**config.mk**
```make
export PLATFORM = sky130hd
export DESIGN_NAME = ohr_ram
export DESIGN_NICKNAME = d
export VERILOG_FILES = /design/src/rtl/ohr_ram.sv
export SDC_FILE = /design/constraint.sdc
export NUM_CORES = 1
export LEC_CHECK = 0
export ABC_AREA = 1
export BUFFER_PORTS_ARGS = -buffer_cell sky130_fd_sc_hd__buf_2
export CAP_MARGIN = 20
export CORE_MARGIN = 1.5
export CORE_UTILIZATION = 35
export CTS_BUF_LIST = sky130_fd_sc_hd__clkbuf_2
export DETAILED_ROUTE_END_ITERATION = 8
export GPL_TIMING_DRIVEN = 0
export PLACE_DENSITY = 0.51
export SLEW_MARGIN = 10
export SYNTH_ARGS = -nofsm -noshare
export SYNTH_HDL_FRONTEND = slang
export SYNTH_SLANG_ARGS = --single-unit
```
**constraint.sdc**
```tcl
create_clock -name clk -period 1.9 [get_ports clk]
set_input_delay 0.19 -clock clk [delete_from_list [all_inputs] [get_ports clk]]
set_output_delay 0.19 -clock clk [all_outputs]
set_load 0.01 [all_outputs]
```
**src/rtl/ohr_ram.sv**
```systemverilog
// ohr_ram: generic single-write, single-read memory with registered read data
// no dependencies
module ohr_ram #(
  parameter int WIDTH = 8,
  parameter int DEPTH = 16
) (
  input  logic                                         clk,
  input  logic                                         we,
  input  logic [((DEPTH > 1) ? $clog2(DEPTH) : 1)-1:0] waddr,
  input  logic [WIDTH-1:0]                             wdata,
  input  logic                                         re,
  input  logic [((DEPTH > 1) ? $clog2(DEPTH) : 1)-1:0] raddr,
  output logic [WIDTH-1:0]                             rdata
);

  logic [WIDTH-1:0] mem_r [DEPTH];
  logic [WIDTH-1:0] rdata_r;

  // write port
  always_ff @(posedge clk) begin
    if (we) begin
      mem_r[waddr] <= wdata;
    end
  end

  // registered read port, holds while not enabled
  always_ff @(posedge clk) begin
    if (re) begin
      rdata_r <= mem_r[raddr];
    end
  end

  assign rdata = rdata_r;

endmodule

```
---- Yosys cells after proc, flatten, opt, wreduce, memory -nomap -nowiden ----
Memory sizes are Yosys's and may differ from the RTL's. A register that Yosys moved wholly into a read port is not among the register bits.
Index checks and enable logic that the tools add are counted.
W data, S select, Z words.
storage, ports and cells
  memories kept ........................... 1
  logic and storage cells ................. 3
  flip-flop bits (word level) ............. 0
  memory bits (writable) .................. 128
memories
  memory  words  width  rd ports  clocked after Yosys merged registers in  write ports  RTL line  source
  mem_r   16     8      1         1                                        1            16        logic [WIDTH-1:0] mem_r [DEPTH];
operators by class
  multiplexer cells ....................... 2
operators by type and width
  operator  number
  $mux W1   2

---- Longest topological paths before layout ----
Gate-level depths: netlist (run 1).
  depth in word-level cells ............... 2
  depth in mapped cells ................... 8

---- Least setup slack after synthesis (run 1) ----
OpenSTA, ideal clock, no wires.
  path kind ............................... in2reg
  from .................................... in waddr[2] in the netlist's numbering
  to ...................................... mem mem_r[10][0] (enable)
  setup time .............................. 0.370 ns
  data required time ...................... 1.530 ns
  path buffers ............................ 0
  slack ................................... 0.759 ns
  data arrival time ....................... 0.771 ns
  cell stages on the path ................. 2
  path through ............................ nand3b_1 -> nor2_1
RTL lines
  what         RTL line  source
  from (decl)  9         input logic [((DEPTH > 1) ? $clog2(DEPTH) : 1)-1:0] waddr,
  to (decl)    16
No word-level cell before the write port.

---- Worst setup path in the final report (run 1) ----
  from .................................... reg rdata_r[4] (netlist: rdata[4]), read port of mem_r
  to ...................................... out rdata[4]
RTL lines
  what         RTL line  source
  from (decl)  17        logic [WIDTH-1:0] rdata_r;
  to (decl)    13        output logic [WIDTH-1:0] rdata
No word-level cell between the ends.

==> metrics, run 1 <==
most frequent cells in the layout=173 x nand2_1, 136 x edfxtp_1, 100 x inv_1; CP max stage delay=0.40 ns; DRC=0; YS warnings=0; Hold Fails Final Rpt=0; max_slew headroom=28.31%; Max Buffers Root-to-Sink=2; Post-Synthesis Cells=551; clock sink count=136; RSZ-0062 raised after global routing=no; 1st-pass router iterations=5; crit end category=output pin; GRT Util Overall=17.62%; # Max-Cap Violations=0; setup TNS=0 ns; setup bufs post-CTS=0; number of synthesized register bits=136; Crit path max-delay family=flip-flops; crit path time final=1.442 ns; CP max FO=1; clk_lat worst skew=0.72 ns; Clock Pin Slew Worst Setup and Hold Paths=0.20 ns; I/O Pins=27; first-pass GRT wire length=22.07 mm; Layout area overhead=12.80%; final worst path period share=75.90%; CTS tree=done; Vias=3827; share of layout cells above drive strength 1=12.50%; vias in the first global route=3696; peak supply drop=286.0 µV; die area=17490 µm²; kind of critical path=reg -> out; initial antenna violation count=1; CTS Hold Bufs=11; crit start category=register; CP cell instances=buf_2; GRT overflow=0; worst slew pin tran=1.071 ns; largest net degree at the start of global routing=17; status=completed; vias per cell=4.572; post-route ant nets=0; PortBufs=23; fin nets=623; Max stage delay cell, worst path=edfxtp_1; endpoints failing setup=0; CTS Buf Count=17; worst path bufs/invs=1; post-CTS resize count=0; Pleak=2.809 nW; Mean Syn Cell Area=10.61 µm²; final-layout fill cell count=1674; DR iter-0 viols=377; Placer Congestion=0.8034; Syn Nets=570; PD cells=851.7 nW/µm²; commonest non-fill, non-tap cell in the layout=nand2_1; wire length per cell=17.12 µm; post-synthesis cell type count=11; synthesized area=5847 µm²; Core Rows=47; CTS H-tree lvls=4; drt total wl=14.33 mm; Core ar.=16470 µm²; Fmax=693.4 MHz; sequential fraction of the synthesis area=69.85%; Starting Density=35.51%; Final HPWL DP=9.511 mm; HP Class=in -> reg; die width=132.3 µm; Fin Hold WS=0.09212 ns; CP required=1.71 ns; max-slew violations=0; Final Skew=0.03277 ns; die height=132.3 µm; Root Buffer=clkbuf_2; CP arrival=1.25 ns
-- layout make-up --
cell class | instances | area [µm²] | area share [%]
sequential | 136 | 4084 | 61.92
multi-input combinational | 289 | 1214 | 18.40
inverter | 102 | 382.9 | 5.805
tap | 220 | 275.3 | 4.174
timing repair buffer | 34 | 225.2 | 3.415
buffer | 24 | 166.4 | 2.523
clock inverter | 13 | 155.1 | 2.352
clock buffer | 18 | 90.09 | 1.366
antenna | 1 | 2.502 | 0.03794
-- routing by layer --
| metal | share of wire [%] | global-route usage, % | up-vias | routed length [µm] |
|---|---|---|---|---|
| met5 | 0 | 0 | - | 0 |
| met4 | 1.9 | 6.899 | 0 | 268 |
| met3 | 4.8 | 3.268 | 18 | 684 |
| met2 | 47 | 27.92 | 105 | 6677 |
| met1 | 47 | 24.11 | 1819 | 6697 |
| li1 | - | - | 1885 | - |
-- flip-flops by register name, summed over array words and instances (netlist names) --
signal and count:
rdata 8, mem_r 128
-- report_power, final --
group,total [W],switching (W),internal (W)
logic,0.000460,0.000320,0.000141
clock network,0.00177,0.00104,0.000722
registers,0.00339,0.0000149,0.00338
-- final timing paths --
| kind | endpoint | startpoint | slack, ns | cells after the start |
|---|---|---|---|---|
| max | rdata[4] | rdata[4]$_DFFE_PP_ | 0.46 | 1 |
| min | mem_r[1][7]$_DFFE_PP_ | we | 0.09 | 3 |
| min reg2reg | rdata[5]$_DFFE_PP_ | mem_r[12][5]$_DFFE_PP_ | 0.83 | 6 |
| max reg2reg | rdata[3]$_DFFE_PP_ | mem_r[15][3]$_DFFE_PP_ | 0.71 | 6 |
-- stage by stage --
step | power (W) | instances | area, µm² | util [%] | worst slack [ns]
2_1_floorplan | 0.003702 | 551 | 5847 | - | 0.7592
3_3_place_gp | 0.003897 | 794 | 6237 | 37.88 | 0.1685
3_5_place_dp | 0.003902 | 794 | 6237 | 37.88 | 0.1451
4_1_cts | 0.005666 | 836 | 6593 | 40.04 | 0.3823
5_1_grt | 0.005821 | 837 | 6595 | 40.05 | 0.3649
6_report | 0.005617 | 837 | 6595 | 40.05 | 0.4578
-- Yosys cell counts, drive strengths merged --
master,count,share of area (%)
buf,24,2.8
edfxtp,136,70
inv,102,6.5
nand2,173,11
nand3,97,8.3
nand3b,2,0.26
nor2,17,1.1
-- worst min-delay path, cell delays in order --
cell and delay (ns):
buf_2 0.12, nand2_1 0.12, nor2_1 0.18
-- kinds of logic after synthesis --
group	share of synthesized area, %
buffers and inverters	9.394
DFF	69.85
and+or+nand+nor	20.76
Note: power is estimated with default switching activity, not from simulation.
==> run 2: changes to the inputs <==
Settings changed: ABC_AREA 1 to 0, PLACE_DENSITY 0.51 to 0.53.
Clock period 1.9 ns to 1.2 ns, I/O delays scaled along.
==> metrics, run 2 <==
Yosys top cell area share=78.12% (+8.3 points); final worst path period share=123.5%; PD cells=1361 nW/µm² (+60%); count leader, synth=edfxtp_1; Final Skew=0.02366 ns (-0.009104 ns); commonest non-fill, non-tap cell in the layout=edfxtp_1; post-synthesis cell type count=18 (+7); GRT overflow=0 (unchanged); 1st-pass router iterations=4 (-1); PortBufs=25 (+8.7%); HP Class=in -> reg; post-route setup slack=-0.2816 ns (-0.7394 ns); CP max FO=8 (+7); first-pass GRT wire length=16.30 mm (-26%); Vias=2496 (-35%); vias per cell=5.063 (+11%); synth top area cells=edfxtp_1 78%, mux4_2 7.8%, mux4_1 7.0%; clk_lat worst skew=0.69 ns (-0.03 ns); die height=125.2 µm (-5.3%); die area=15680 µm² (-10%); fin nets=315 (-49%); peak supply drop=539.7 µV (+89%); GRT Util Overall=14.70% (-2.9 points); YS warnings=0 (unchanged); final-layout fill cell count=1320 (-21%); max_slew headroom=33.25% (+4.9 points); Post-Synthesis Cells=229 (-58%); FF-to-FF Start=mem_r[10][5]$_DFFE_PP_; Commonest cells post-synth=136 x edfxtp_1, 18 x mux4_2, 16 x a22oi_1; Primary FF master, synth=edfxtp_1; crit start category=input pin; post-route ant nets=0 (unchanged); max-slew violations=0 (unchanged); post-layout instance area=6205 µm² (-5.9%); Post-synth EDFFs=136 (unchanged); Post-synth ARST share=0% (unchanged); clock sink count=136 (unchanged); Fmax=675.0 MHz; CP required=1.52 ns (-0.19 ns); status=finished with violations; # Max-Cap Violations=0 (unchanged); CTS Buf Count=17 (unchanged); post-synth top area cell=edfxtp_1; max reg flops=128 (unchanged); initial antenna violation count=1 (unchanged); synthesized area=5228 µm² (-11%); Mean Syn Cell Area=22.83 µm² (+120%); Syn Nets=248 (-56%); failing checks=negative setup slack; Core Rows=44 (-6.4%); I/O Pins=27 (unchanged); share of layout cells above drive strength 1=40.91% (+28 points); Placed Instance Area=5604 µm² (-10%); Multi-input gate area=1175 µm² (-3.2%); register area=4084 µm² (unchanged); wire length per cell=21.58 µm (+26%); sequential fraction of the synthesis area=78.12% (+8.3 points); die width=125.2 µm (-5.3%); Clock Pin Slew Worst Setup and Hold Paths=0.18 ns (-0.02 ns); endpoints failing setup=48 (+48); hold path start=waddr[1]; crit path time final=1.482 ns; CTS H-tree lvls=4 (unchanged); vias in the first global route=2640 (-29%); Reg with most FFs=mem_r; most frequent cells in the layout=136 x edfxtp_1, 31 x mux4_2, 29 x buf_2; Final HPWL DP=6.617 mm (-30%); Layout area overhead=18.69%; Max Buffers Root-to-Sink=2 (unchanged); RSZ-0062 raised after global routing=yes; Hold Fails Final Rpt=0 (unchanged); largest net degree at the start of global routing=17 (unchanged); Root Buffer=clkbuf_2; kind of critical path=in -> reg; Core ar.=14530 µm² (-12%); worst slew pin tran=0.9976 ns (-0.07373 ns); post-layout util=42.69% (+2.6 points); number of synthesized register bits=136 (unchanged); Starting Density=35.97% (+0.46 points); Placer Congestion=0.6653 (-17%); drt total wl=10.64 mm (-26%); CTS tree=done; CP arrival=1.80 ns (+0.55 ns); DRC=0 (unchanged); crit end category=register; Crit. Startpoint=waddr[3]; DR iter-0 viols=183 (-51%); Pleak=1.972 nW (-30%)
## run 2: critical path, cell delays in order
cell	delay (ns)
buf_2	0.10
dlygate4sd3_1	0.56
nand3b_1	0.27
nor3_2	0.74
## run 2: area by class of cell
type / count / share of cell area (%)
sequential: 136 / 65.82
multi-input combinational: 83 / 18.94
timing repair buffer: 48 / 6.292
tap: 184 / 3.710
buffer: 10 / 1.936
clock inverter: 13 / 1.815
clock buffer: 18 / 1.452
antenna: 1 / 0.04033
## run 2: final timing paths
kind	end	slack, ns	depth (start not counted)
setup / recovery	mem_r[4][1]$_DFFE_PP_	-0.28	4
hold / removal	mem_r[15][6]$_DFFE_PP_	0.06	3
setup reg to reg	rdata[5]$_DFFE_PP_	-0.25	3
hold reg to reg	rdata[7]$_DFFE_PP_	0.79	3
## run 2: cells by family (layout without fill, tap and decap cells)
logic type,Yosys count,in the layout,share of synthesized area (%)
flip-flops,136,136,78.12
AND/OR/NAND/NOR,35,35,3.136
multiplexers,32,32,14.79
AO/OA/AOI/OAI,16,16,2.298
buffers and inverters,10,89,1.651
other,0,1,0
## run 2: timing repair
action                                  CTS  global route
resized for setup                        11            21
hold buffers                             19             0
pin swaps                                 1             7
hold endpoints to repair                194             0
endpoints found under the setup margin   16           144
buffers inserted                          0             4
## run 2: per-stage QoR
stage          hold WS [ns]  std cells  total power (W)  setup WS [ns]  TNS [ns]
2_1_floorplan        0.2189        229         0.005783        -0.1204    -1.136
3_3_place_gp         0.4572        438         0.006011        -0.4499    -51.58
3_5_place_dp         0.4617        438         0.006024        -0.4796    -53.77
4_1_cts            -0.02591        488         0.008492        -0.2570    -22.92
5_1_grt            0.005454        493         0.008779        -0.3270    -10.19
6_report            0.06231        493         0.008445        -0.2816    -7.293
## run 2: per-layer routing
metal | up-vias | wire, µm | global-route usage, %
met5 | - | 0 | 0
met2 | 60 | 4947 | 21.38
met1 | 1316 | 5044 | 21.23
met3 | 14 | 506 | 3.979
met4 | 0 | 142 | 5.682
li1 | 1106 | - | -
## run 2: power by group
| part | switching (W) | internal [W] |
|---|---|---|
| registers | 0.0000221 | 0.00534 |
| clock network | 0.00153 | 0.000900 |
| logic | 0.000357 | 0.000289 |
| total | 0.00191 | 0.00653 |
==> run 3: changes to the inputs <==
==> constraint.sdc (replaced) <==
create_clock -name clk -period 1.2 [get_ports clk]
set_input_delay 0.12 -clock clk [delete_from_list [all_inputs] [get_ports clk]]
set_output_delay 0.12 -clock clk [all_outputs]
set_load 0.1 [all_outputs]
==> metrics, run 3 (synthesis gave the netlist of run 2 again) <==
worst slew pin tran=0.9576 ns (-0.04002 ns); fin nets=318 (+0.95%); die width=125.2 µm (unchanged); max_slew headroom=35.92% (+2.7 points); CP required=1.63 ns (+0.11 ns); I/O Pins=27 (unchanged); RSZ-0062 raised after global routing=yes; 1st-pass router iterations=5 (+1); final worst path period share=119.7% (-3.8 points); GRT Util Overall=14.79% (+0.093 points); die area=15680 µm² (unchanged); CP arrival=1.86 ns (+0.06 ns); clk_lat worst skew=0.68 ns (about the same); GRT overflow=0 (unchanged); Fmax=696.3 MHz (+3.2%); CTS tree=done; register area=4084 µm² (unchanged); Final HPWL DP=6.617 mm (unchanged); DRC=0 (unchanged); kind of critical path=reg -> reg; first-pass GRT wire length=16.44 mm (+0.80%); commonest non-fill, non-tap cell in the layout=edfxtp_1; placed cells=438 (unchanged); crit start category=register; PortBufs=25 (unchanged); clock sink count=136 (unchanged); Max Buffers Root-to-Sink=2 (unchanged); diode count=0 (-1); Clock Pin Slew Worst Setup and Hold Paths=0.19 ns (about the same); Placer Congestion=0.6653 (unchanged); CTS H-tree lvls=4 (unchanged); CTS Buf Count=17 (unchanged); die height=125.2 µm (unchanged); max-slew violations=0 (unchanged); endpoints failing setup=16 (-67%); wire length per cell=21.69 µm (+0.53%); vias per cell=5.061 (about the same); Multi-input gate area=1210 µm² (+3.0%); Pleak=2.012 nW (+2.0%); max reg flops=128 (unchanged); crit end category=register; Hold Fails Final Rpt=0 (unchanged); fin cells=495 (+0.41%); Root Buffer=clkbuf_2; PD cells=1369 nW/µm² (+0.58%); failing checks=negative setup slack; most frequent cells in the layout=136 x edfxtp_1, 32 x mux4_2, 21 x buf_2; # Max-Cap Violations=0 (unchanged); CP max FO=1 (-7); Core Rows=44 (unchanged); Core ar.=14530 µm² (unchanged); crit path time final=1.436 ns (-0.04534 ns); Starting Density=35.97% (unchanged); DR iter-0 viols=158 (-14%); post-route setup slack=-0.2362 ns (+0.04534 ns); setup TNS=-3.191 ns (+4.101 ns); post-route ant nets=0 (unchanged); peak supply drop=563.7 µV (+4.4%); Vias=2505 (+0.36%); drt total wl=10.74 mm (+0.94%); Layout area overhead=21.09%; final-layout fill cell count=1309 (-0.83%); HP Class=in -> reg; share of layout cells above drive strength 1=43.09% (+2.2 points); vias in the first global route=2650 (+0.38%); Final Skew=0.02330 ns (-0.0003595 ns); largest net degree at the start of global routing=17 (unchanged); status=finished with violations; initial antenna violation count=0 (-1); Reg with most FFs=mem_r
run 3: cell count changes in the layout (fill, tap and decap cells not counted), sizes merged:
| cell | change |
|---|---|
| buf | +1 |
| diode | -1 |
| dlygate4sd3 | +1 |
| dlymetal6s4s | +1 |
run 3: through the flow:
| stage | power [W] | util [%] | cell area (µm²) | hold WS [ns] | setup WS, ns |
|---|---|---|---|---|---|
| 2_1_floorplan | 0.005941 | - | 5249 | 0.2189 | -0.1204 |
| 3_3_place_gp | 0.006169 | 38.56 | 5604 | 0.4572 | -0.4499 |
| 3_5_place_dp | 0.006181 | 38.56 | 5604 | 0.4617 | -0.4796 |
| 4_1_cts | 0.008693 | 42.05 | 6111 | -0.02591 | -0.3025 |
| 5_1_grt | 0.008998 | 43.55 | 6330 | 0.04254 | -0.3238 |
| 6_report | 0.008666 | 43.55 | 6330 | 0.1070 | -0.2362 |
run 3: worst paths after layout:
path                          startpoint               endpoint  slack, ns  depth (start not counted)
hold / removal                  waddr[2]  mem_r[1][2]$_DFFE_PP_       0.11                          4
setup / recovery  mem_r[10][5]$_DFFE_PP_     rdata[5]$_DFFE_PP_      -0.24                          3
hold reg to reg    mem_r[4][4]$_DFFE_PP_     rdata[4]$_DFFE_PP_       0.78                          3
setup reg to reg  mem_r[10][5]$_DFFE_PP_     rdata[5]$_DFFE_PP_      -0.24                          3
run 3: metal layers:
metal | vias to the layer above | wire, µm | share of wire, % | track usage [%]
li1 | 1109 | - | - | -
met1 | 1324 | 4974 | 46 | 21.35
met2 | 55 | 5081 | 47 | 21.31
met3 | 17 | 486 | 4.5 | 3.851
met4 | 0 | 197 | 1.8 | 6.417
met5 | - | 0 | 0 | 0
run 3: layout make-up:
| cell class | instances | share of cell area (%) |
|---|---|---|
| clock buffer | 18 | 1.423 |
| buffer | 10 | 1.898 |
| tap | 184 | 3.637 |
| timing repair buffer | 51 | 7.630 |
| sequential | 136 | 64.52 |
| multi-input combinational | 83 | 19.11 |
| clock inverter | 13 | 1.779 |
run 3: what timing repair did:
action | in CTS | in global routing
endpoints found under the setup margin | 16 | 144
pin swaps | 0 | 10
gates resized for setup | 32 | 26
hold endpoints to repair | 194 | 2
hold buffers | 19 | 2
buffers inserted | 0 | 5
run 3: worst max-delay path: stages, from the launching register on:
cell and delay (ns):
edfxtp_1 0.40, mux4_2 0.48, a22oi_2 0.20, nand2_2 0.10
run 3: power breakdown:
part / internal (W) / switching, W
combinational: 0.000330 / 0.000527
sequential: 0.00534 / 0.0000278
clock: 0.000900 / 0.00154
