## src/rtl/ohr_pkg.sv

```systemverilog
// ohr_pkg: shared types, widths, codes and the slot helper for the event history ring
// no dependencies; imported by the channel interfaces, ohr_ctrl and the ring unit
package ohr_pkg;

  // ring depth and derived widths
  localparam int MAX_ENTRIES = 32;
  localparam int SLOT_W      = (MAX_ENTRIES > 1) ? $clog2(MAX_ENTRIES) : 1;
  localparam int CNT_W       = $clog2(MAX_ENTRIES + 1);

  // fixed field widths
  localparam int OP_W      = 2;
  localparam int CODE_W    = 8;
  localparam int ENUM_W    = 4;
  localparam int WORD_W    = 32;
  localparam int IDX_W     = 5;
  localparam int STATUS_W  = 2;
  localparam int TOTAL_W   = 6;
  localparam int CAP_W     = 6;
  localparam int CFG_IDX_W = 2;
  localparam int CFG_DAT_W = 8;

  // common compare width for counts, indexes and capacity
  localparam int WIDE_A = (CNT_W > CAP_W) ? CNT_W : CAP_W;
  localparam int WIDE_B = (WIDE_A > IDX_W) ? WIDE_A : IDX_W;
  localparam int WIDE_W = WIDE_B + 1;

  localparam logic [WIDE_W-1:0] MAX_W = WIDE_W'(MAX_ENTRIES);

  // operation codes
  typedef enum logic [OP_W-1:0] {
    OP_APPEND = 2'd0,
    OP_READ   = 2'd1,
    OP_LATEST = 2'd2,
    OP_CLEAR  = 2'd3
  } op_t;

  // result status codes
  localparam logic [STATUS_W-1:0] ST_OK        = 2'd0;
  localparam logic [STATUS_W-1:0] ST_REJECTED  = 2'd1;
  localparam logic [STATUS_W-1:0] ST_NOT_FOUND = 2'd2;

  // configuration register indexes
  localparam logic [CFG_IDX_W-1:0] REG_CAPACITY   = 2'd0;
  localparam logic [CFG_IDX_W-1:0] REG_CODE_LIMIT = 2'd1;

  localparam logic [CODE_W-1:0] CODE_LIMIT_RESET = 8'd255;

  // one stored record
  typedef struct packed {
    logic [WORD_W-1:0] repeat_total;
    logic [WORD_W-1:0] time_ms;
    logic [ENUM_W-1:0] source;
    logic [ENUM_W-1:0] state;
    logic [ENUM_W-1:0] prio;
    logic [ENUM_W-1:0] category;
    logic [CODE_W-1:0] recovery;
    logic [CODE_W-1:0] code;
  } rec_t;

  localparam int REC_W = $bits(rec_t);

  // controller to datapath: store access and result status
  typedef struct packed {
    logic                wr_en;
    logic                rd_en;
    logic [SLOT_W-1:0]   slot;
    logic [STATUS_W-1:0] status;
    logic [TOTAL_W-1:0]  total;
    logic                full;
  } ohr_req_t;

  // physical slot at an age from the oldest record, wrapped at the capacity
  function automatic logic [WIDE_W-1:0] slot_at(input logic [WIDE_W-1:0] base,
                                                input logic [WIDE_W-1:0] age,
                                                input logic [WIDE_W-1:0] cap);
    logic [WIDE_W-1:0] s;
    s = base + age;
    if (s >= cap) begin
      s = s - cap;
    end
    if (s >= MAX_W) begin
      s = '0;
    end
    return s;
  endfunction

endpackage

```

## src/rtl/ohr_ctrl.sv

```systemverilog
// ohr_ctrl: ring pointers, held count, config registers and per-item slot decode
// depends on ohr_pkg for types, codes and the slot helper
module ohr_ctrl
  import ohr_pkg::*;
(
  input  logic                 clk,
  input  logic                 rst_n,
  input  logic                 item_fire,
  input  logic [OP_W-1:0]      item_op,
  input  logic [CODE_W-1:0]    item_code,
  input  logic [IDX_W-1:0]     item_index,
  input  logic                 cfg_fire,
  input  logic [CFG_IDX_W-1:0] cfg_index,
  input  logic [CFG_DAT_W-1:0] cfg_data,
  output ohr_req_t             req
);

  logic [CAP_W-1:0]  capacity_r;
  logic [CODE_W-1:0] code_limit_r;
  logic [CNT_W-1:0]  held_r, held_nxt;
  logic [SLOT_W-1:0] oldest_r, oldest_nxt;

  logic [WIDE_W-1:0] cap_raw_w, cap_w, held_w, held_c, oldest_w, oldest_c;
  logic [WIDE_W-1:0] age_w, slot_w, next_oldest_w, held_after;
  logic              known, not_full;
  op_t               op;

  assign op = op_t'(item_op);

  // effective capacity and clamped pointers
  always_comb begin
    cap_raw_w = WIDE_W'(capacity_r);
    cap_w     = (cap_raw_w == '0 || cap_raw_w > MAX_W) ? MAX_W : cap_raw_w;
    held_w    = WIDE_W'(held_r);
    oldest_w  = WIDE_W'(oldest_r);
    held_c    = (held_w > cap_w) ? cap_w : held_w;
    oldest_c  = (oldest_w >= cap_w) ? '0 : oldest_w;
    known     = (item_code != '0) && (item_code <= code_limit_r);
    not_full  = held_c < cap_w;
  end

  // age of the slot this item touches
  always_comb begin
    unique case (op)
      OP_APPEND: age_w = not_full ? held_c : '0;
      OP_READ:   age_w = WIDE_W'(item_index);
      OP_LATEST: age_w = held_c - WIDE_W'(1);
      OP_CLEAR:  age_w = '0;
    endcase
  end

  assign slot_w        = slot_at(oldest_c, age_w, cap_w);
  assign next_oldest_w = slot_at(oldest_c, WIDE_W'(1), cap_w);

  // per-op decode: store access, status and next pointers
  always_comb begin
    req.wr_en  = 1'b0;
    req.rd_en  = 1'b0;
    req.slot   = SLOT_W'(slot_w);
    req.status = ST_OK;
    held_after = held_c;
    oldest_nxt = SLOT_W'(oldest_c);
    unique case (op)
      OP_APPEND: begin
        if (known) begin
          req.wr_en = 1'b1;
          if (not_full) begin
            held_after = held_c + WIDE_W'(1);
          end else begin
            oldest_nxt = SLOT_W'(next_oldest_w);
          end
        end else begin
          req.status = ST_REJECTED;
        end
      end
      OP_READ: begin
        if (WIDE_W'(item_index) < held_c) begin
          req.rd_en = 1'b1;
        end else begin
          req.status = ST_NOT_FOUND;
        end
      end
      OP_LATEST: begin
        if (held_c != '0) begin
          req.rd_en = 1'b1;
        end else begin
          req.status = ST_NOT_FOUND;
        end
      end
      OP_CLEAR: begin
        held_after = '0;
        oldest_nxt = '0;
      end
    endcase
    held_nxt  = CNT_W'(held_after);
    req.total = TOTAL_W'(held_after);
    req.full  = held_after == cap_w;
  end

  // ring state and registers; a capacity write empties the ring
  always_ff @(posedge clk) begin
    if (!rst_n) begin
      capacity_r   <= '0;
      code_limit_r <= CODE_LIMIT_RESET;
      held_r       <= '0;
      oldest_r     <= '0;
    end else if (cfg_fire) begin
      unique case (cfg_index)
        REG_CAPACITY: begin
          capacity_r <= cfg_data[CAP_W-1:0];
          held_r     <= '0;
          oldest_r   <= '0;
        end
        REG_CODE_LIMIT: code_limit_r <= cfg_data;
        default: ;
      endcase
    end else if (item_fire) begin
      held_r   <= held_nxt;
      oldest_r <= oldest_nxt;
    end
  end

endmodule

```

## config.mk

```make
export PLATFORM = sky130hd
export DESIGN_NAME = ohr_ctrl
export DESIGN_NICKNAME = d
export VERILOG_FILES = /design/src/rtl/ohr_pkg.sv /design/src/rtl/ohr_ctrl.sv
export SDC_FILE = /design/constraint.sdc
export NUM_CORES = 1
export LEC_CHECK = 0
export ABC_AREA = 1
export BUFFER_PORTS_ARGS = -buffer_cell sky130_fd_sc_hd__buf_2
export CORE_MARGIN = 5
export CORE_UTILIZATION = 30
export DETAILED_ROUTE_END_ITERATION = 10
export GPL_TIMING_DRIVEN = 0
export SLEW_MARGIN = 25
export SYNTH_ARGS = -nofsm -noshare
export SYNTH_HDL_FRONTEND = slang
export SYNTH_SLANG_ARGS = --single-unit
```

## constraint.sdc

```tcl
create_clock -name clk -period 7.6 [get_ports clk]
set_clock_uncertainty 0.05 [all_clocks]
set_input_delay 1.9 -clock clk [delete_from_list [all_inputs] [get_ports clk]]
set_output_delay 1.9 -clock clk [all_outputs]
set_load 0.01 [all_outputs]
```

# [Word-level counts from Yosys, hierarchy flattened]
# Cells that the tools add are included.
[classes] n_addsub=6 magnitude_cmp=10 n_eq_ne=6 muxes=30 n_reduce_logical=11
[op_table] cell="two-way mux 5 bit" n=8
[op_table] cell="two-way mux 6 bit" n=6
[op_table] cell="two-way mux 7 bit" n=4
[op_table] cell="one-hot mux 7 bit (4 select lines)" n=1
[op_table] cell="greater-or-equal comparator 7 x 6 -> 1 bit, second input constant" n=2
[op_table] cell="one-hot mux 7 bit (2 select lines)" n=1
[op_table] cell="one-hot mux 5 bit (2 select lines)" n=1
[op_table] cell="less-or-equal comparator 8 bit" n=1
[op_table] cell="nonzero test 8 bit" n=1
[op_table] cell="adder 5 x 7 -> 7 bit" n=1
[op_table] cell="adder 6 x 1 -> 7 bit, second input constant" n=1
[op_table] cell="== test 7 x 6 -> 1 bit" n=1
[op_table] cell="greater-or-equal comparator 7 x 6 -> 1 bit" n=1
[op_table] cell="nonzero test 7 bit" n=1
[op_table] cell="subtractor 6 x 1 -> 7 bit, second input constant" n=1
[op_table] cell="subtractor 6 x 6 -> 7 bit" n=1
[op_table] cell="subtractor 7 x 6 -> 7 bit" n=1
[op_table] cell="adder 5 x 1 -> 6 bit, second input constant" n=1
[op_table] cell="greater-or-equal comparator 5 x 6 -> 1 bit" n=1
[op_table] cell="greater-or-equal comparator 6 bit" n=1
[op_table] cell="greater-than comparator 6 bit" n=1
[op_table] cell="greater-than comparator 6 bit, second input constant" n=1
[op_table] cell="logical NOT 6 bit" n=1
[op_table] cell="less-than comparator 5 x 6 -> 1 bit" n=1
[op_table] cell="13 further kinds" n=23
[word_totals] reg_bits=25 input_bits=29 output_inout_bits=16 elab_cells=67

# [Depth between registers and ports, before layout]
# Gate-level depths: netlist of run 1.
[depth] word_depth=15 depth_mapped=39 depth_no_buf=39

# [Least setup slack after synthesis of run 1]
# No wires, ideal clock.
[synth_timing] kind="reg2out" startpoint="reg capacity_r[3]" endpoint="out req[10] (netlist name)" arrival_ps=5644 required_ps=5650 slack_ps=6 stages_incl_launch_ff=37 n_path_buf=1 cell_sequence="dfxtp_1 -> nor2_1 -> nand3_1 -> nand2_1 -> nand2_1 -> nor2_1 -> inv_1 -> ha_1 -> nand2_1 -> nand2_1 -> nand2_2 -> nand3_4 -> nand3_1 -> nand2_4 -> ha_1 -> a21oi_1 -> nor2_1 -> a211oi_1 -> a21boi_2 -> ha_1 -> nor2_1 -> a21oi_1 -> ha_1 -> inv_1 -> fa_1 -> o21ai_0 -> xnor2_1 -> inv_1 -> ha_1 -> inv_1 -> o21bai_1 -> a211oi_1 -> nand3_2 -> buf_6 -> o21ai_1 -> inv_1 -> nor2_1"
[synth_rtl] element="start: declaration" line_no="ohr_ctrl.sv:18" text="logic [CAP_W-1:0] capacity_r;"
[synth_rtl] element="start signal: assignment" line_no="ohr_ctrl.sv:110" text="capacity_r <= cfg_data[CAP_W-1:0];"
[synth_rtl] element="end: declaration" line_no="ohr_ctrl.sv:15" text="output ohr_req_t req"

==> results of run 1 <==
[routing by layer]
metal	vias to the layer above	part of all wire, %	global-route usage (%)
met5	-	0	0
met4	0	1.7	3.722
met3	12	5.8	2.639
met2	105	46	24.72
met1	1844	46	21.29
li1	2079	-	-
[flip-flops by register name (all words and copies together), names as in the netlist]
| name | flops |
|---|---|
| code_limit_r | 8 |
| oldest_r | 5 |
| capacity_r | 6 |
| held_r | 6 |
[area by class of cell]
type                       count  area (um2)  area share (%)
buffer                         7       33.78          0.6904
timing repair buffer          86       546.8           11.17
multi-input combinational    454        3182           65.02
sequential                    25       510.5           10.43
clock buffer                   3       75.07           1.534
tap                          147       183.9           3.759
clock inverter                 1       5.005          0.1023
inverter                      93       356.6           7.287
[synth_stat cells (5+ instances only)]
cell                         n
sky130_fd_sc_hd__dfxtp_1    25
sky130_fd_sc_hd__xnor2_1     6
sky130_fd_sc_hd__a21oi_1    41
sky130_fd_sc_hd__ha_1       54
sky130_fd_sc_hd__o21ai_1     7
sky130_fd_sc_hd__inv_1      90
sky130_fd_sc_hd__o211ai_1   10
sky130_fd_sc_hd__nand2_1   147
sky130_fd_sc_hd__nor2_1     58
sky130_fd_sc_hd__xor2_1      5
sky130_fd_sc_hd__nand3_1    42
sky130_fd_sc_hd__clkbuf_1    5
sky130_fd_sc_hd__nand2_2     9
sky130_fd_sc_hd__o21ai_0    24
sky130_fd_sc_hd__nand4_1     6
[path summary, 6_finish.rpt]
path,slack (ps),to,cells after the start
worst min register to register,450,code_limit_r[0]$_SDFFE_PN1P_,2
worst min-delay path,450,code_limit_r[0]$_SDFFE_PN1P_,2
worst max-delay path,-90,req[10],38
worst max register to register,2610,oldest_r[3]$_SDFFE_PN0P_,31
[stage by stage]
stage | utilization [%] | cells | area, um2 | power (mW)
3_3_place_gp | 33.71 | 770 | 4015 | 0.5431
6_report | 41.08 | 816 | 4893 | 0.8371
3_5_place_dp | 33.71 | 770 | 4015 | 0.5448
2_1_floorplan | - | 579 | 3611 | 0.4436
5_1_grt | 41.08 | 816 | 4893 | 0.9104
4_1_cts | 38.48 | 803 | 4583 | 0.7488
[critical path: cells and delay by family (launching register included)]
family	cells	cell delay (ps)
simple gates	16	1380
buf+inv	6	500
compound gates	10	1640
flops	1	360
fa+ha+maj	6	1610
[placed cells by master (no fill, tap or decap), drive strengths merged, types with 2 or more instances in the layout]
cell type / count
nor2: 64
dfxtp: 25
clkbuf: 8
fa: 3
o211ai: 10
xnor2: 6
buf: 88
o21bai: 2
nand3: 46
nand4: 6
ha: 54
inv: 93
nor3: 3
nor4: 4
o21ai: 33
nand2: 161
a211oi: 4
xor2: 5
a21oi: 41
a21o: 2
[cells by family (layout without fill, tap and decap cells)]
logic type / count (synthesis) / after routing / share of synthesized area [%]
AO/OA/AOI/OAI: 100 / 100 / 16.11
XOR/XNOR: 11 / 11 / 2.668
AND/OR/NAND/NOR: 286 / 286 / 36.38
buffers and inverters: 100 / 190 / 10.60
adder cells (fa/ha/maj): 57 / 57 / 20.37
flip-flops: 25 / 25 / 13.86
[power breakdown]
| part | switching (mW) | total [mW] | leakage [nW] | internal [mW] |
|---|---|---|---|---|
| Clock | 0.0466 | 0.117 | 0.0409 | 0.0709 |
| Sequential | 0.00438 | 0.140 | 0.206 | 0.136 |
| Combinational | 0.332 | 0.579 | 2.25 | 0.247 |
| Total | 0.383 | 0.837 | 2.50 | 0.454 |
[timing repair]
action | 4_1_cts | 5_1_grt
gates resized for setup | 66 | 42
setup endpoints to repair | 5 | 5
pin swaps | 26 | 45
setup buffers | 28 | 13
gates cloned | 1 | 0
==> impl_summary.log, run 1 <==
INFO  metric finalSetupViolations = 5
INFO  metric synth.top_cells.by_area = sky130_fd_sc_hd__ha_1, sky130_fd_sc_hd__nand2_1, sky130_fd_sc_hd__dfxtp_1
INFO  metric worst-path-max-fanout = 6
INFO  metric worst_skew_pair.late_latency = around 260 ps
INFO  metric final_antenna_net_count = 0
INFO  metric grt_setup_unrepaired = yes
INFO  metric port-buffer-count = 44
INFO  metric n_antenna_cell = 0
INFO  metric gpl.final_weighted_congestion = 0.8854
INFO  metric post_synthesis_cells = a little under 600
INFO  metric cell_chosen_for_the_clock_root = sky130_fd_sc_hd__clkbuf_16
INFO  metric dr_wl_cell = roughly 14 um
INFO  metric syn-cell-area = 3611 um2
INFO  metric mappedNetlistNets = around 670
INFO  metric syn_area_per_cell = 6.237 um2
INFO  metric final-max-slew-violation-count = 0
INFO  metric drv_cap = 0
INFO  metric hold_path_class = reg -> reg
INFO  metric floorplan.initialDensity = 30.32%
INFO  metric critPathArrivalTime = around 5700 ps
INFO  metric fmax = around 130 MHz
INFO  metric grt_antenna_before_repair = 0
INFO  metric post-synth-top-area-cell = sky130_fd_sc_hd__ha_1
INFO  metric nets = 756
INFO  metric cts_max_level = 1
INFO  metric drt_pass_1_iters = 5
INFO  metric grt_start_max_net_pins = 15
INFO  metric holdWs = roughly 450 ps
INFO  metric hold_viol_final = 0
INFO  metric synth_top_flop_cell = sky130_fd_sc_hd__dfxtp_1
INFO  metric die_w = 119.7 um
INFO  metric setup_tns = -360.8 ps
INFO  metric drt_first_iter_violations = 221
INFO  metric synth_edf_count = 0
INFO  metric cts.sinks = 25
INFO  metric tritoncts.num_buffers = 3
INFO  metric cts_tree = yes
INFO  metric route.detailed.vias_per_inst = 4.951
INFO  metric max_slew.worst_pin.slew = 555.8 ps
INFO  metric critPathMostFrequentCell = sky130_fd_sc_hd__ha_4
INFO  metric timing.final.crit_share = 101.2%
INFO  metric vias = 4040
INFO  metric setup.worst_path.start_class = flop
INFO  metric leakage = 2.497 nW
INFO  metric die_area = 14330 um2
INFO  metric timing.critical_path.from = capacity_r[2]$_SDFFE_PN0P_
INFO  metric drc = 0
INFO  metric ctsLongestPathBuffers = 2
INFO  metric vdd_ir_drop_max = roughly 0.077 mV
INFO  metric place.detailed.hpwl = 8222 um
INFO  metric hold_buffers = 0
INFO  metric worstSetupEndpointType = output pin
INFO  metric slew_headroom = 62.81%
INFO  metric synth.lib_cells_used.distinct = 43
INFO  metric asyncSetResetFlopFracSynth = 0%
INFO  metric min_delay_src = code_limit_r[0]$_SDFFE_PN1P_
INFO  metric fillers = around 1300
INFO  metric globalRouteOverflowTotal = 0
INFO  metric global_route.usage.total = 15.33%
INFO  metric core-area = 11910 um2
INFO  metric totalWireLength = 11260 um
INFO  metric worstPathRequired = approximately 5700 ps
INFO  metric power_density = between 150 and 200 nW/um2
INFO  metric final.setup.worst_slack = -92.71 ps
INFO  metric sequential_element_share_of_the_synthesized_area = 13.86%
INFO  metric worst_setup_hold_path_clk_slew = around 70 ps
INFO  metric yosys_warnings = 0
INFO  metric r2r_start = capacity_r[2]$_SDFFE_PN0P_
INFO  metric synthToLayoutAreaGrowth = 35.52%
INFO  metric result_of_the_run = finished, violations left
INFO  metric row_count = 40
INFO  metric drive_gt1_share = 28.85%
INFO  metric die-height = around 120 um
INFO  metric pre_cts_ws = -1134 ps
INFO  metric timing.critical_path.slowest_cell_delay = between 500 and 600 ps
INFO  metric crit_path_top_delay_cell = sky130_fd_sc_hd__fa_2
INFO  metric grt_pass1_wl = 18440 um
INFO  metric pin_count = 45
INFO  metric synth_top_cell_area_share = 18.71%
INFO  metric first_global_vias = 3862
INFO  metric critPathKind = reg -> out
INFO  metric postSynthRegisterBits = 25
INFO  metric failing_checks = setup timing
INFO  metric min_period = 7693 ps
No activity file was read; power rests on OpenSTA's default activity.
==> run 2: changes to the inputs <==
--- a/config.mk
+++ b/config.mk
@@ -7,6 +7,7 @@
 export LEC_CHECK = 0
 export ABC_AREA = 1
 export BUFFER_PORTS_ARGS = -buffer_cell sky130_fd_sc_hd__buf_2
+export CORE_ASPECT_RATIO = 1.4
 export CORE_MARGIN = 5
 export CORE_UTILIZATION = 30
 export DETAILED_ROUTE_END_ITERATION = 10
==> constraint.sdc (replaced) <==
create_clock -name clk -period 7 [get_ports clk]
set_clock_uncertainty 0.05 [all_clocks]
set_input_delay 1.75 -clock clk [delete_from_list [all_inputs] [get_ports clk]]
set_output_delay 1.75 -clock clk [all_outputs]
set_load 0.01 [all_outputs]
==> run 2 against run 1 <==
Net effect:
- the run still ends with setup timing left
- final cell count fell by 0.37%
- highest routed layer unchanged
- via count is essentially flat
- die area is 0.21% higher
- combinational power increased by 5.7%
- sequential share of layout area rose by 0.21 points
- critical path depth down 2
- global-route usage about the same
- routed wire length fell by 3.1%
==> impl_summary.log, run 2 (synthesis gave the netlist of run 1 again) <==
INFO  metric dr_wl_cell = 13.42 um (was 13.80 um)
INFO  metric drv_cap = 0 (unchanged)
INFO  metric setup.worst_path.start_class = flop (unchanged)
INFO  metric critPathMostFrequentCell = sky130_fd_sc_hd__nand3_4 (was sky130_fd_sc_hd__ha_4)
INFO  metric layout.cells.most_common = sky130_fd_sc_hd__nand2_1 (unchanged)
INFO  metric first_global_vias = 4131 (was 3862)
INFO  metric multi_input_area = 3144 um2 (was 3182 um2)
INFO  metric cpLargestDelayFamily = compound AO/OA/AOI/OAI gates (unchanged)
INFO  metric vdd_ir_drop_max = 0.09838 mV (was 0.07666 mV)
INFO  metric nets = 753 (was 756)
INFO  metric fmax = 130.6 MHz
INFO  metric dpl_cell_area = 4065 um2 (was 4015 um2)
INFO  metric cts.sinks = 25 (unchanged)
INFO  metric finalSetupViolations = 5 (unchanged)
INFO  metric port-buffer-count = 44 (unchanged)
INFO  metric hold_path_class = reg -> reg (unchanged)
INFO  metric critPathKind = reg -> out (unchanged)
INFO  metric place.detailed.hpwl = 8577 um (was 8222 um)
INFO  metric most_flops_register = code_limit_r (unchanged)
INFO  metric min_delay_src = oldest_r[0]$_SDFFE_PN0P_ (was code_limit_r[0]$_SDFFE_PN1P_)
INFO  metric power_density = 185.4 nW/um2 (was 171.1 nW/um2)
INFO  metric pre_cts_ws = -1226 ps (was -1134 ps)
INFO  metric cts_max_level = 1 (unchanged)
INFO  metric crit_path_top_delay_cell = sky130_fd_sc_hd__fa_2 (unchanged)
INFO  metric global_route.usage.total = 15.32% (was 15.33%)
INFO  metric seqCellArea = 514.2 um2 (was 510.5 um2)
INFO  metric r2r_end = oldest_r[1]$_SDFFE_PN0P_ (was oldest_r[3]$_SDFFE_PN0P_)
INFO  metric die_w = 102.7 um (was 119.7 um)
INFO  metric totalWireLength = 10910 um (was 11260 um)
INFO  metric critPathArrivalTime = 5850 ps (was 5740 ps)
INFO  metric min_period = 7654 ps
INFO  metric timing.critical_path.from = capacity_r[3]$_SDFFE_PN0P_ (was capacity_r[2]$_SDFFE_PN0P_)
INFO  metric worstPathRequired = 5200 ps (was 5650 ps)
INFO  metric result_of_the_run = finished, violations left (unchanged)
INFO  metric cp.buffers_inverters = 4 (was 6)
INFO  metric vias = 4042 (was 4040)
INFO  metric worst_setup_hold_path_clk_slew = 70 ps (about the same)
INFO  metric die-height = 139.8 um (was 119.7 um)
INFO  metric leakage = 2.468 nW (was 2.497 nW)
INFO  metric grt_setup_unrepaired = yes (unchanged)
INFO  metric r2r_setup_slack = 2160 ps (was 2610 ps)
INFO  metric final_design_area_no_fill = 4832 um2 (was 4893 um2)
INFO  metric worstSetupEndpointType = output pin (unchanged)
INFO  metric row_count = 47 (was 40)
INFO  metric tritoncts.num_buffers = 3 (unchanged)
INFO  metric floorplan.initialDensity = 30.55% (was 30.32%)
INFO  metric grt_start_max_net_pins = 16 (was 15)
INFO  metric holdPathEnd = oldest_r[0]$_SDFFE_PN0P_ (was code_limit_r[0]$_SDFFE_PN1P_)
INFO  metric final_cell_mix = sky130_fd_sc_hd__nand2_1, sky130_fd_sc_hd__inv_1, sky130_fd_sc_hd__nor2_1, sky130_fd_sc_hd__buf_2, sky130_fd_sc_hd__ha_1 (was sky130_fd_sc_hd__nand2_1, sky130_fd_sc_hd__inv_1, sky130_fd_sc_hd__nor2_1, sky130_fd_sc_hd__ha_1, sky130_fd_sc_hd__buf_2)
INFO  metric final_antenna_net_count = 0 (unchanged)
INFO  metric cts_tree = yes (unchanged)
INFO  metric pin_count = 45 (unchanged)
INFO  metric rr_worst_depth = 33 (was 31)
INFO  metric failing_checks = setup timing (unchanged)
INFO  metric hold_viol_final = 0 (unchanged)
INFO  metric grt_antenna_before_repair = 0 (unchanged)
INFO  metric slew_headroom = 62.72% (was 62.81%)
INFO  metric route.detailed.vias_per_inst = 4.972 (was 4.951)
INFO  metric reg_top3 = code_limit_r (8), capacity_r (6), held_r (6) (unchanged)
INFO  metric max_slew.worst_pin.slew = 559.3 ps (was 555.8 ps)
INFO  metric gpl.final_weighted_congestion = 0.9065 (was 0.8854)
INFO  metric fillers = 1227 (was 1286)
INFO  metric r2r_start = capacity_r[3]$_SDFFE_PN0P_ (was capacity_r[2]$_SDFFE_PN0P_)
INFO  metric drt_pass_1_iters = 6 (was 5)
INFO  metric final-max-slew-violation-count = 0 (unchanged)
INFO  metric drc = 0 (unchanged)
INFO  metric final.setup.worst_slack = -654.1 ps (was -92.71 ps)
INFO  metric timing.final.crit_share = 109.3%
INFO  metric drive_gt1_share = 29.28% (was 28.85%)
INFO  metric core-area = 11820 um2 (was 11910 um2)
INFO  metric post-layout-total-power = 896.0 uW (was 837.1 uW)
INFO  metric drt_first_iter_violations = 141 (was 221)
INFO  metric synthToLayoutAreaGrowth = 33.82% (was 35.52%)
INFO  metric largest_register_ffs = 8 (unchanged)
INFO  metric setup_tns = -3207 ps (was -360.8 ps)
INFO  metric n_antenna_cell = 0 (unchanged)
INFO  metric globalRouteOverflowTotal = 0 (unchanged)
INFO  metric worst_skew_pair.late_latency = 270 ps (was 260 ps)
INFO  metric hold_depth = 2 (unchanged)
INFO  metric timing.critical_path.slowest_cell_delay = 540 ps (was 530 ps)
INFO  metric cell_chosen_for_the_clock_root = sky130_fd_sc_hd__clkbuf_16 (unchanged)
INFO  metric worst-path-max-fanout = 6 (unchanged)
INFO  metric ctsLongestPathBuffers = 2 (unchanged)
INFO  metric die_area = 14360 um2 (was 14330 um2)
INFO  metric grt_pass1_wl = 18220 um (was 18440 um)
[run 2: cell types whose count changed in the layout (fill, tap and decap cells not counted), moves of 2 or more]
cell and change:
sky130_fd_sc_hd__nor2_1 -2, sky130_fd_sc_hd__nand3_1 +2, sky130_fd_sc_hd__o21ai_2 +4, sky130_fd_sc_hd__nor2_2 +4, sky130_fd_sc_hd__nand3_2 -3, sky130_fd_sc_hd__nor2_4 -2, sky130_fd_sc_hd__buf_6 -2, sky130_fd_sc_hd__a21oi_1 +2
sky130_fd_sc_hd__a21oi_4 -2, sky130_fd_sc_hd__o21ai_1 -4, sky130_fd_sc_hd__nand2_4 +3, sky130_fd_sc_hd__ha_2 +2
[run 2: tightest hold or removal path, delay by kind of cell, from the launching register on]
kind,cells,cell delay (ps)
AND/OR/NAND/NOR,1,70
AO/OA/AOI/OAI,1,50
flip-flops,1,330
[run 2: where the power goes]
part | leakage (nW) | switching (mW) | internal, mW
Clock | 0.0371 | 0.0538 | 0.0777
Sequential | 0.207 | 0.00479 | 0.147
Combinational | 2.22 | 0.355 | 0.258
Total | 2.47 | 0.413 | 0.483
[run 2: worst max path at each step]
| stage | end | cells past startpoint |
|---|---|---|
| 6_report | req[11] | 36 |
| 5_1_grt | req[11] | 37 |
| 4_1_cts | req[10] | 38 |
| 3_5_place_dp | req[11] | 34 |
| 3_3_place_gp | req[10] | 36 |
| 2_1_floorplan | req[10] | 37 |
[run 2: layout make-up]
type | instances | share of cell area (%)
inverter | 93 | 7.380
multi-input combinational | 454 | 65.07
clock buffer | 3 | 1.554
timing repair buffer | 83 | 10.69
buffer | 7 | 0.6991
sequential | 25 | 10.64
tap | 147 | 3.806
clock inverter | 1 | 0.1554
[run 2: through the flow]
stage	instances	hold WS, ps	util, %
5_1_grt	813	473.2	40.88
3_5_place_dp	770	429.3	34.39
2_1_floorplan	579	396.0	-
6_report	813	439.9	40.88
4_1_cts	801	439.7	38.65
3_3_place_gp	770	425.5	34.39
[run 2: what timing repair did]
action | CTS | global route
setup endpoints to repair | 5 | 5
pin swaps | 23 | 35
gates cloned | 1 | 0
hold buffers | 0 | 0
gates resized for setup | 52 | 40
setup buffers | 26 | 12
[run 2: routing by layer]
metal | vias up | routed length (um) | part of all wire [%] | GRT usage (%)
met5 | - | 0 | 0 | 0
met4 | 0 | 580 | 5.3 | 6.773
met3 | 38 | 566 | 5.2 | 2.654
met2 | 108 | 5713 | 52 | 29.10
met1 | 1832 | 4054 | 37 | 15.74
li1 | 2064 | - | - | -
==> run 3: changes to the inputs <==
--- a/config.mk
+++ b/config.mk
@@ -12,6 +12,7 @@
 export CORE_UTILIZATION = 30
 export DETAILED_ROUTE_END_ITERATION = 10
 export GPL_TIMING_DRIVEN = 0
+export PLACE_DENSITY = 0.51
 export SLEW_MARGIN = 25
 export SYNTH_ARGS = -nofsm -noshare
 export SYNTH_HDL_FRONTEND = slang
==> run 3 against run 2 <==
Net effect:
- the run still ends with setup timing left
- combinational power about the same
- maximum frequency up 0.95%
- clock power about the same
- final cell count up 0.86%
- via count down 0.74%
- sequential cell count unchanged
- die area unchanged
- utilization up 0.42 points
- sequential power about the same
- critical path type unchanged
==> impl_summary.log, run 3 (synthesis gave the netlist of run 1 again) <==
INFO  metric result_of_the_run = finished, violations left (unchanged)
INFO  metric failing_checks = setup timing (unchanged)
INFO  metric setup.worst_path.start_class = flop (unchanged)
INFO  metric worstSetupEndpointType = output pin (unchanged)
INFO  metric globalRouteOverflowTotal = 0 (unchanged)
INFO  metric power_share_of_the_sequential_group = 17.0% (about the same)
INFO  metric port-buffer-count = 44 (unchanged)
INFO  metric cts_max_level = 1 (unchanged)
INFO  metric first_global_vias = 3959 (was 4131)
INFO  metric n_antenna_cell = 0 (unchanged)
INFO  metric reg_top3 = code_limit_r (8), capacity_r (6), held_r (6) (unchanged)
INFO  metric layout.cells.most_common = sky130_fd_sc_hd__nand2_1 (unchanged)
INFO  metric worst-path-max-fanout = 6 (unchanged)
INFO  metric cell_chosen_for_the_clock_root = sky130_fd_sc_hd__clkbuf_16 (unchanged)
INFO  metric power.switching = 409.8 uW (was 413.1 uW)
INFO  metric r2r_setup_slack = 2080 ps (was 2160 ps)
INFO  metric timing.final.crit_share = 108.3% (was 109.3%)
INFO  metric synthToLayoutAreaGrowth = 35.20% (was 33.82%)
INFO  metric hold_path_class = reg -> reg (unchanged)
INFO  metric slew_headroom = 62.51% (was 62.72%)
INFO  metric cts_tree = yes (unchanged)
INFO  metric min_period = 7582 ps (was 7654 ps)
INFO  metric core-area = 11820 um2 (unchanged)
INFO  metric p_int = 487.4 uW (was 483.0 uW)
INFO  metric floorplan.initialDensity = 30.55% (unchanged)
INFO  metric grt_pass1_wl = 18050 um (was 18220 um)
INFO  metric crit_path_top_delay_cell = sky130_fd_sc_hd__fa_2 (unchanged)
INFO  metric worst_setup_hold_path_clk_slew = 70 ps (about the same)
INFO  metric holdPathEnd = held_r[0]$_SDFFE_PN0P_ (was oldest_r[0]$_SDFFE_PN0P_)
INFO  metric critPathMostFrequentCell = sky130_fd_sc_hd__nand2_4 (was sky130_fd_sc_hd__nand3_4)
INFO  metric pwr-share-clk = 14.7% (about the same)
INFO  metric ctsLongestPathBuffers = 2 (unchanged)
INFO  metric cts.sinks = 25 (unchanged)
INFO  metric vias = 4012 (was 4042)
INFO  metric max_slew.worst_pin.slew = 558.1 ps (was 559.3 ps)
INFO  metric power_density = 183.8 nW/um2 (was 185.4 nW/um2)
INFO  metric pre_cts_ws = -1314 ps (was -1226 ps)
INFO  metric rr_worst_depth = 31 (was 33)
INFO  metric grt_start_max_net_pins = 17 (was 16)
INFO  metric grt_setup_unrepaired = yes (unchanged)
INFO  metric cp.buffers_inverters = 7 (was 4)
INFO  metric worstPathRequired = 5200 ps (about the same)
INFO  metric global_route.usage.total = 15.25% (was 15.32%)
INFO  metric pin_count = 45 (unchanged)
INFO  metric fmax = 131.9 MHz (was 130.6 MHz)
INFO  metric r2r_end = oldest_r[1]$_SDFFE_PN0P_ (unchanged)
INFO  metric r2r_start = capacity_r[2]$_SDFFE_PN0P_ (was capacity_r[3]$_SDFFE_PN0P_)
INFO  metric die_area = 14360 um2 (unchanged)
INFO  metric gpl.final_weighted_congestion = 0.9322 (was 0.9065)
INFO  metric largest_register_ffs = 8 (unchanged)
INFO  metric worst_skew_pair.late_latency = 260 ps (was 270 ps)
INFO  metric nets = 760 (was 753)
INFO  metric drt_pass_1_iters = 4 (was 6)
INFO  metric hold_viol_final = 0 (unchanged)
INFO  metric switching_share_of_total_power = 45.68% (was 46.10%)
INFO  metric totalWireLength = 11160 um (was 10910 um)
INFO  metric final-max-slew-violation-count = 0 (unchanged)
INFO  metric min_delay_src = held_r[0]$_SDFFE_PN0P_ (was oldest_r[0]$_SDFFE_PN0P_)
INFO  metric final.setup.worst_slack = -581.8 ps (was -654.1 ps)
INFO  metric finalSetupViolations = 5 (unchanged)
INFO  metric tritoncts.num_buffers = 3 (unchanged)
INFO  metric critPathKind = reg -> out (unchanged)
INFO  metric post-place-cells = 770 (unchanged)
INFO  metric row_count = 47 (unchanged)
INFO  metric most_flops_register = code_limit_r (unchanged)
INFO  metric crit_cells = 38 (was 36)
INFO  metric final_antenna_net_count = 0 (unchanged)
INFO  metric final_cell_mix = sky130_fd_sc_hd__nand2_1, sky130_fd_sc_hd__inv_1, sky130_fd_sc_hd__nor2_1, sky130_fd_sc_hd__buf_2 (was sky130_fd_sc_hd__nand2_1, sky130_fd_sc_hd__inv_1, sky130_fd_sc_hd__nor2_1, sky130_fd_sc_hd__buf_2, sky130_fd_sc_hd__ha_1)
INFO  metric critPathArrivalTime = 5780 ps (was 5850 ps)
INFO  metric die_w = 102.7 um (unchanged)
INFO  metric drc = 0 (unchanged)
INFO  metric drt_first_iter_violations = 131 (was 141)
INFO  metric grt_antenna_before_repair = 0 (unchanged)
INFO  metric drv_cap = 0 (unchanged)
INFO  metric die-height = 139.8 um (unchanged)
INFO  metric route.detailed.vias_per_inst = 4.893 (was 4.972)
INFO  metric dr_wl_cell = 13.60 um (was 13.42 um)
INFO  metric leakage = 2.500 nW (was 2.468 nW)
INFO  metric instances_no_fill = 820 (was 813)
INFO  metric place.detailed.hpwl = 8740 um (was 8577 um)
INFO  metric timing.critical_path.slowest_cell_delay = 540 ps (about the same)
INFO  metric drive_gt1_share = 29.12% (was 29.28%)
INFO  metric cpLargestDelayFamily = adder cells (was compound AO/OA/AOI/OAI gates)
INFO  metric hold_depth = 2 (unchanged)
INFO  metric combinationalPowerShare = 68.4% (was 68.3%)
INFO  metric vdd_ir_drop_max = 0.1503 mV (was 0.09838 mV)
[run 3: cell count changes in the layout (fill, tap and decap cells not counted), sizes merged]
cell	previous run	this run
buf	85	92
[run 3: worst max-delay path by stage]
stage | from | endpoint
finish | capacity_r[4]$_SDFFE_PN0P_ | req[9]
global route | capacity_r[4]$_SDFFE_PN0P_ | req[9]
CTS | capacity_r[2]$_SDFFE_PN0P_ | req[9]
detailed placement | capacity_r[3]$_SDFFE_PN0P_ | req[9]
global placement | capacity_r[3]$_SDFFE_PN0P_ | req[11]
floorplan | capacity_r[3]$_SDFFE_PN0P_ | req[10]
[run 3: layout make-up]
cell class | count | area, um2
fillers | 1251 | 6938
clock buffers | 3 | 75.07
clock inverters | 1 | 8.758
plain buffers | 7 | 33.78
well taps | 147 | 183.9
multi-input cells | 454 | 3123
repair buffers | 90 | 576.8
flip-flops and latches | 25 | 513.0
inverters | 93 | 367.9
[run 3: tightest hold or removal path, cell delays in order, from the launching register on]
cell and delay (ps):
sky130_fd_sc_hd__dfxtp_1 330, sky130_fd_sc_hd__nand2_1 70, sky130_fd_sc_hd__a21oi_1 50
[run 3: power by group through the flow]
stage	logic, mW	clock network (mW)	registers, mW
after global placement	0.458	0	0.155
final	0.613	0.132	0.152
after floorplan	0.351	0	0.154
after detailed placement	0.466	0	0.155
after CTS	0.568	0.136	0.152
after global routing	0.676	0.142	0.153
[run 3: metrics by stage]
stage	area, um2	TNS (ps)	hold slack (ps)	power (mW)	util (%)
after floorplan	3661	-41.28	396.0	0.5042	-
after global placement	4065	-5962	431.5	0.6130	34.39
after detailed placement	4065	-6483	435.6	0.6203	34.39
after CTS	4667	-3988	448.1	0.8559	39.48
after global routing	4882	-4293	465.2	0.9710	41.30
final	4882	-2841	443.3	0.8972	41.30
[run 3: timing repair]
item / CTS / global route
cloned: 1 / 0
setup buffers: 34 / 11
pin swaps: 37 / 29
endpoints found under the setup margin: 5 / 5
hold buffers: 0 / 0
gates resized for setup: 55 / 37
[run 3: per-layer routing]
metal	part of all wire, %	GRT usage, %	vias to the layer above	wire length [um]
met5	0	0	-	0
met4	2.6	4.147	0	292
met3	3.3	1.352	15	368
met2	54	28.39	72	5994
met1	40	18.09	1833	4501
li1	-	-	2092	-
